`config.mk`:
```
export PLATFORM = sky130hd
export DESIGN_NAME = mts_dwell
export DESIGN_NICKNAME = d
export VERILOG_FILES = /design/src/rtl/mts_pkg.sv /design/src/rtl/mts_dwell.sv
export SDC_FILE = /design/constraint.sdc
export NUM_CORES = 1
export LEC_CHECK = 0
export ABC_AREA = 0
export BUFFER_PORTS_ARGS = -buffer_cell sky130_fd_sc_hd__buf_2
export CAP_MARGIN = 0
export CORE_MARGIN = 2
export CORE_UTILIZATION = 65
export CTS_CLUSTER_SIZE = 16
export DETAILED_ROUTE_END_ITERATION = 12
export MAX_ROUTING_LAYER = met4
export PLACE_DENSITY = 0.84
export RECOVER_POWER = 50
export SLEW_MARGIN = 20
export SYNTH_ARGS = -nofsm -noshare
export SYNTH_HDL_FRONTEND = slang
export SYNTH_SLANG_ARGS = --single-unit
```
`constraint.sdc`:
```
create_clock -name clk -period 10.41 [get_ports clk]
set_input_delay 2.082 -clock clk [delete_from_list [all_inputs] [get_ports clk]]
set_output_delay 2.082 -clock clk [all_outputs]
set_load 0.01 [all_outputs]
```
`src/rtl/mts_pkg.sv`:
```
`timescale 1ns / 1ps
// ----------------------------------------------------------------------------
// mts_pkg
// Shared types, codes and default sizes of the markov transition sampler.
// ----------------------------------------------------------------------------
package mts_pkg;

    // default sizes, handed to the top level parameters
    localparam int NUM_STATES_DEF      = 16;
    localparam int NUM_STRATEGIES_DEF  = 4;
    localparam int MAX_TRANSITIONS_DEF = 8;
    localparam int PROB_FRAC_BITS_DEF  = 16;

    // fixed field widths
    localparam int PROB_W    = 17;
    localparam int CUTOFF_W  = 16;
    localparam int SECONDS_W = 32;
    localparam int PROD_W    = SECONDS_W + CUTOFF_W;

    typedef logic [3:0]           state_idx_t;
    typedef logic [PROB_W-1:0]    prob_t;
    typedef logic [CUTOFF_W-1:0]  frac_t;
    typedef logic [SECONDS_W-1:0] seconds_t;

    // operation codes of an input word
    typedef enum logic [1:0] {
        OP_SAMPLE   = 2'd0,
        OP_WR_ENTRY = 2'd1,
        OP_WR_COUNT = 2'd2,
        OP_WR_DWELL = 2'd3
    } opcode_t;

    // result status codes
    typedef enum logic [1:0] {
        STAT_CHOSEN = 2'd0,
        STAT_NONE   = 2'd1,
        STAT_ACK    = 2'd2
    } status_t;

    // dwell kinds
    typedef enum logic [1:0] {
        KIND_FIXED   = 2'd0,
        KIND_FOREVER = 2'd1,
        KIND_UNIFORM = 2'd2,
        KIND_ZERO    = 2'd3
    } kind_t;

    // sequencer states
    typedef enum logic [2:0] {
        ST_CLEAR,
        ST_IDLE,
        ST_COUNT,
        ST_WALK,
        ST_DWELL_RD,
        ST_DWELL_WAIT,
        ST_DONE
    } mts_state_t;

    // one transition entry
    typedef struct packed {
        prob_t      prob;
        state_idx_t target;
    } entry_t;

    // dwell definition of one state
    typedef struct packed {
        kind_t    kind;
        seconds_t low;
        seconds_t high;
    } dwell_def_t;

    // table write enables
    typedef struct packed {
        logic entry;
        logic count;
        logic dwell;
    } tbl_we_t;

endpackage

```
`src/rtl/mts_dwell.sv`:
```
`timescale 1ns / 1ps
// ----------------------------------------------------------------------------
// mts_dwell
// Three-stage dwell time unit: span, span times fraction, offset and select.
// ----------------------------------------------------------------------------
module mts_dwell (
    input  logic                clk,
    input  logic                rst_n,
    input  logic                start,
    input  mts_pkg::dwell_def_t def,
    input  mts_pkg::frac_t      frac,
    output logic                done,
    output mts_pkg::seconds_t   seconds
);
    import mts_pkg::*;

    logic              v1_reg, v2_reg, v3_reg;
    kind_t             kind1_reg, kind2_reg;
    seconds_t          low1_reg, low2_reg;
    seconds_t          span1_reg;
    frac_t             frac1_reg;
    logic [PROD_W-1:0] prod2_reg;
    seconds_t          sec3_reg;
    seconds_t          span_next;
    seconds_t          sec_next;

    // span clamps to zero when the upper bound is below the lower one
    always_comb
    begin
        span_next = (def.high >= def.low) ? (def.high - def.low) : '0;
    end

    // final select per kind
    always_comb
    begin
        case (kind2_reg)
            KIND_FIXED:   sec_next = low2_reg;
            KIND_FOREVER: sec_next = '1;
            KIND_UNIFORM: sec_next = low2_reg + prod2_reg[PROD_W-1:CUTOFF_W];
            default:      sec_next = '0;
        endcase
    end

    // stage valids
    always_ff @(posedge clk or negedge rst_n)
    begin
        if (!rst_n)
        begin
            v1_reg <= 1'b0;
            v2_reg <= 1'b0;
            v3_reg <= 1'b0;
        end
        else
        begin
            v1_reg <= start;
            v2_reg <= v1_reg;
            v3_reg <= v2_reg;
        end
    end

    // stage payload
    always_ff @(posedge clk)
    begin
        kind1_reg <= def.kind;
        low1_reg  <= def.low;
        span1_reg <= span_next;
        frac1_reg <= frac;
        kind2_reg <= kind1_reg;
        low2_reg  <= low1_reg;
        prod2_reg <= span1_reg * frac1_reg;
        sec3_reg  <= sec_next;
    end

    assign done    = v3_reg;
    assign seconds = sec3_reg;

endmodule

```
==> reports/qor.txt, run 1 <==
status = finished with violations
failing checks = capacitance limit, slew limit
fmax = 145 MHz
Wirelength per Cell = 19.0 um
syn_area_per_cell = 9.08 um2
initial antenna violation count = 0
area leader, netlist = fa_1
Max clock buf depth = 2
Placer Congestion = 0.960
TritonCTS Buffers = 17
reg2reg start = span1_reg[10]$_SDFF_PN0_
Die Y = 193 um
# rows = 69
Hold Crit Start = low1_reg[7]$_DFF_P_
Post-CTS Setup Inserts = 0
DRT iter0 DRCs = 1125
hold depth = 0
die footprint = 37400 um2
clock transition at the registers of the reported paths = 90 ps
Skew-Pair Late Insertion Delay = 480 ps
ys async rst share = 1.64%
Initial Utilization = 65.7%
H-tree depth = 4
top area cells in the synthesized netlist = fa_1, dfxtp_1, ha_1
critical path class = flop to flop
Post-DP HPWL = 45200 um
number of synthesized flops with an enable pin = 0
largest net degree at the start of global routing = 39
total negative slack = 0 ps
first-pass GRT wire length = 97200 um
grt ovf = 0
Max transition margin = -15.2%
critical path's slowest cell = dfxtp_1
Resized cells post-CTS = 0
Yosys top cell area share = 36.0%
Least-Margin Pin Slew = 1730 ps
final core occ = 69.6%
Setup violations, final = 0
DRC viols = 0
cells along the critical path = nand2_1, fa_1, fa_1, fa_1, fa_1, inv_1, fa_1, inv_1, fa_1, inv_1, ha_1, a21oi_1, o21ai_2, nor3_2, o211ai_1, a31oi_4, o31ai_4, a211o_2, a21oi_1, xnor2_1
Final Cycle Share = 66.3%
via count = 18100
Req. time, crit path = 10800 ps
Routed Antenna Nets = 0
Yosys reg bits = 183
Synth Warn # = 0
hold_ws = 327 ps
total track usage = 33.7%
Mapped Nets = 3251
width of the die = 193 um
routed wire length = 58600 um
nature of the critical path endpoint = flop
Port-buffer cells = 117
Reg2Reg Depth = 20
Root Driver = clkbuf_16
CTS tree = done
IO Pins = 118
Critical Path Most Common Cell = fa_1
mapped cell area = 23300 um2
worst hold path class = flop to flop
Worst Setup Start Kind = flop
Hold-fix buffers, CTS = 0
worst slack at placement = 3290 ps
Setup Skew = 25.7 ps
Syn Inst Count = 2567
Final Hold Fails = 0
n_diodes = 0
R2R Path End = prod2_reg[47]$_DFF_P_
Nets = 3288
Worst Slack Setup Final = 3510 ps
post-synthesis cell type count = 76
vias per inst = 5.87
R2R setup slack = 3510 ps
Area Growth Syn to Fin = 5.87%
Clock Sinks = 183
min cycle time layout = 6900 ps
Worst Hold Endpoint = low2_reg[7]$_DFF_P_
slowest stage delay, CP = 860 ps
sequential area share after synthesis = 15.8%
RSZ-0062 raised after global routing = false
Final Max Slew Viols = 39
CORE AREA = 35500 um2
crit-path leading delay family = adder cells
share of layout cells above drive strength 1 = 6.11%
TritonRoute pass-1 iters = 5
ys flop type = dfxtp_1
Max FO, Critical Path = 16
WP data arrival = 7290 ps
vias in the first global route = 19700
max-cap violations = 1
WP buf/inv = 3
## through the flow
stage / cells / instance area (um2)
after floorplan: 2567 / 23300
after global placement: 3046 / 24200
after detailed placement: 3046 / 24200
after CTS: 3078 / 24700
after global routing: 3078 / 24700
final: 3078 / 24700
## cells in the mapped netlist (all sizes together), types with 27 or more instances
library cell,n
inv,497
fa,419
nand2,344
and2,220
dfxtp,180
ha,180
clkbuf,110
a21oi,101
nor2,91
a21o,56
o21ai,47
xnor2,45
xor2,39
o22ai,27
## how the worst max path moves through the flow
stage / slack (ps) / to / cells after the start / from
floorplan: 4380 / prod2_reg[41]$_DFF_P_ / 23 / span1_reg[7]$_SDFF_PN0_
global placement: 3410 / prod2_reg[41]$_DFF_P_ / 22 / frac1_reg[7]$_DFF_P_
detailed placement: 3290 / prod2_reg[41]$_DFF_P_ / 22 / frac1_reg[7]$_DFF_P_
CTS: 3270 / prod2_reg[41]$_DFF_P_ / 22 / frac1_reg[7]$_DFF_P_
global route: 3210 / prod2_reg[41]$_DFF_P_ / 22 / span1_reg[7]$_SDFF_PN0_
finish: 3510 / prod2_reg[47]$_DFF_P_ / 20 / span1_reg[10]$_SDFF_PN0_
## cell usage in the layout, fill, tap and decap left out, types with 4 or more instances in the layout
master	synthesis	final
a211oi_1	6	6
a221oi_1	5	5
nand4_1	16	16
a31oi_1	10	11
nor2_1	91	91
and3_1	10	10
o21bai_1	16	16
nor2b_1	13	13
or3_1	4	4
and4_1	6	6
clkbuf_1	107	33
fa_1	419	419
o22ai_1	26	26
o21a_1	10	10
nand3_1	14	14
clkinv_4	0	4
nand2_1	343	343
buf_2	3	87
nand2b_1	10	10
a221o_1	5	5
a21o_1	56	56
xor2_1	39	39
a211o_1	4	4
o21ai_0	42	42
dfxtp_1	180	178
buf_4	0	15
ha_1	180	180
inv_1	497	497
o211ai_1	4	5
a21oi_1	100	100
and2_1	220	220
xnor2_1	45	45
clkbuf_16	0	17
nor3_1	12	12
## routing by layer
layer	routed length, um	global-route usage (%)	up-vias
met4	3330	18.5	0
met3	3680	5.21	262
met5	0	-	-
met2	30100	57.9	793
li1	-	-	7967
met1	21500	37.7	9045
## layout make-up
| cell class | count | area, um2 |
|---|---|---|
| clock buffer | 18 | 429 |
| timing repair buffer | 134 | 668 |
| clock inverter | 14 | 163 |
| inverter | 497 | 1870 |
| sequential | 183 | 3680 |
| multi-input combinational | 1771 | 17300 |
| fill | 2689 | 10800 |
| tap | 461 | 577 |
## cell families after synthesis
family / Yosys count / share of synthesized area [%]
compound gates: 333 / 9.79
mux: 4 / 0.177
fa+ha+maj: 599 / 45.6
xor+xnor: 84 / 3.15
simple gates: 751 / 15.5
buf+inv: 613 / 10.0
flops: 183 / 15.8
Power of run 1 is left out: the tool's default activity adds up to more than one toggle a clock period on the data nets, which glitch-free logic cannot reach.
==> inputs of run 2 (changes only) <==
- ABC_AREA: 0 -> 1
- clock period: 10.41 -> 7.2 ns (I/O delays scaled with it)
==> run 2 against run 1 <==
Net effect: the run now ends clean; hold slack is essentially flat; non-clock buffer count grew 35; sequential share of layout area shrank 1.3 points; register-to-register slack got worse by 2700 ps; final area up 9.3%; cell count grew 30%; critical endpoint is now prod2_reg[28]$_DFF_P_.
==> reports/qor.txt, run 2 <==
commonest non-fill, non-tap cells in the layout = nand2_1, inv_1, fa_1, ha_1, dfxtp_1
Synth Warn # = 0
ys flop type = dfxtp_1
share of layout cells above drive strength 1 = 5.96%
n_diodes = 0
mapped cell area = 25300 um2
WP data arrival = 6710 ps
Least-Margin Pin Slew = 1250 ps
CTS tree = done
Root Driver = clkbuf_16
WP buf/inv = 5
TritonCTS Buffers = 17
CORE AREA = 38600 um2
Hold-fix buffers, CTS = 0
Clock Sinks = 183
critical path's slowest cell = dfxtp_1
Setup Skew = 15.3 ps
Wirelength per Cell = 17.4 um
sequential area share after synthesis = 14.6%
Routed Antenna Nets = 0
Placer Congestion = 1.03
Final Hold Fails = 0
Worst Setup Start Kind = flop
Mapped Nets = 4096
simple-gate area share of the yosys netlist = 20.2%
IO Pins = 118
grt ovf = 0
Setup violations, final = 0
main combinational cell family by area after synthesis = adder cells
Post-DP Area = 26400 um2
Final Cycle Share = 88.2%
Resized cells post-CTS = 0
mux share of post-synthesis cell area = 0%
top area cells in the synthesized netlist = fa_1, dfxtp_1, nand2_1
total negative slack = 0 ps
largest net degree at the start of global routing = 34
xor and xnor fraction of the mapped netlist area = 1.39%
Die Y = 201 um
Req. time, crit path = 7560 ps
R2R setup slack = 850 ps
total track usage = 37.3%
slowest stage delay, CP = 1040 ps
final instance area = 27000 um2
most common cell after layout, fill and taps aside = nand2_1
area leader, netlist = fa_1
Yosys reg bits = 183
crit-path leading delay family = adder cells
syn_area_per_cell = 7.41 um2
status = finished, final reports clean
Area Growth Syn to Fin = 6.82%
vias per inst = 5.44
Synth Area in Adders = 42.1%
RSZ-0062 raised after global routing = false
Multi-input gate area = 17900 um2
first-pass GRT wire length = 115000 um
Max clock buf depth = 2
critical path class = flop to flop
Port-buffer cells = 117
Compound-Gate Fraction of Synth Area = 7.18%
clock transition at the registers of the reported paths = 80 ps
Sequential Area = 3680 um2
# rows = 72
DRC viols = 0
Skew-Pair Late Insertion Delay = 490 ps
routed wire length = 69800 um
Syn Inst Count = 3412
post-synthesis cell type count = 36
Post-DP HPWL = 58500 um
number of synthesized flops with an enable pin = 0
Nets = 4162
nature of the critical path endpoint = flop
TritonRoute pass-1 iters = 6
vias in the first global route = 22700
most common cell in the netlist = nand2_1
synth cell count leaders = nand2_1, inv_1, fa_1
cells along the critical path = nand2_1, fa_1, inv_1, fa_1, fa_1, fa_1, fa_1, inv_1, fa_1, inv_1, ha_1, nand2_1, nor2_1, inv_1, nor3_1, inv_1, o21ai_0, a21oi_1, xnor2_1
Final Max Slew Viols = 0
initial antenna violation count = 0
Critical Path Most Common Cell = fa_1
worst hold path class = flop to flop
fmax = 158 MHz
Yosys top cell area share = 33.2%
die footprint = 40500 um2
H-tree depth = 4
max-cap violations = 0
Initial Utilization = 65.5%
Max transition margin = 17.0%
ys async rst share = 1.64%
Post-CTS Setup Inserts = 0
min cycle time layout = 6350 ps
FILL cells = 3320
via count = 21800
width of the die = 201 um
Max FO, Critical Path = 21
DRT iter0 DRCs = 1732
-- run 2: worst paths after layout --
check / from / endpoint / cells after the start
worst min register to register: low1_reg[29]$_DFF_P_ / low2_reg[29]$_DFF_P_ / 0
max in group asynchronous: rst_n / done$_DFF_PN0_ / 1
min in group asynchronous: rst_n / v2_reg$_DFF_PN0_ / 1
worst max register to register: frac1_reg[10]$_DFF_P_ / prod2_reg[28]$_DFF_P_ / 19
worst min-delay path: low1_reg[29]$_DFF_P_ / low2_reg[29]$_DFF_P_ / 0
worst max-delay path: frac1_reg[10]$_DFF_P_ / prod2_reg[28]$_DFF_P_ / 19
-- run 2: cells by family (layout without fill, tap and decap cells) --
kind of cell / count (synthesis) / after routing
AOI/OAI and AO/OA: 340 / 340
xor gates and xnor gates: 40 / 40
adders and majority gates: 599 / 599
buffers and inverters: 973 / 1052
DFF: 183 / 183
and+or+nand+nor: 1277 / 1277
-- run 2: per-layer routing --
metal | wire length (um) | global-route usage, % | up-vias | part of all wire (%)
met5 | 0 | - | - | 0
met1 | 27900 | 47.0 | 10500 | 40
met4 | 2990 | 15.5 | 0 | 4.3
met2 | 33400 | 60.3 | 968 | 48
met3 | 5560 | 6.27 | 214 | 8.0
li1 | - | - | 10200 | -
-- run 2: through the flow --
step	hold WS (ps)	setup slack (ps)	utilization (%)	cells
floorplan	310	1840	-	3412
global placement	310	981	68.5	3977
detailed placement	312	1030	68.5	3977
CTS	329	967	70.1	4009
global route	333	666	70.0	4009
finish	327	851	70.0	4009
-- run 2: cell type report --
| class | count | share of cell area, % |
|---|---|---|
| clock buffers | 18 | 1.59 |
| clock inverters | 14 | 0.658 |
| inverters | 851 | 11.8 |
| multi-input cells | 2256 | 66.4 |
| flip-flops and latches | 183 | 13.6 |
| well taps | 518 | 2.40 |
| repair buffers | 169 | 3.53 |
Power of run 2 is left out for the same reason.
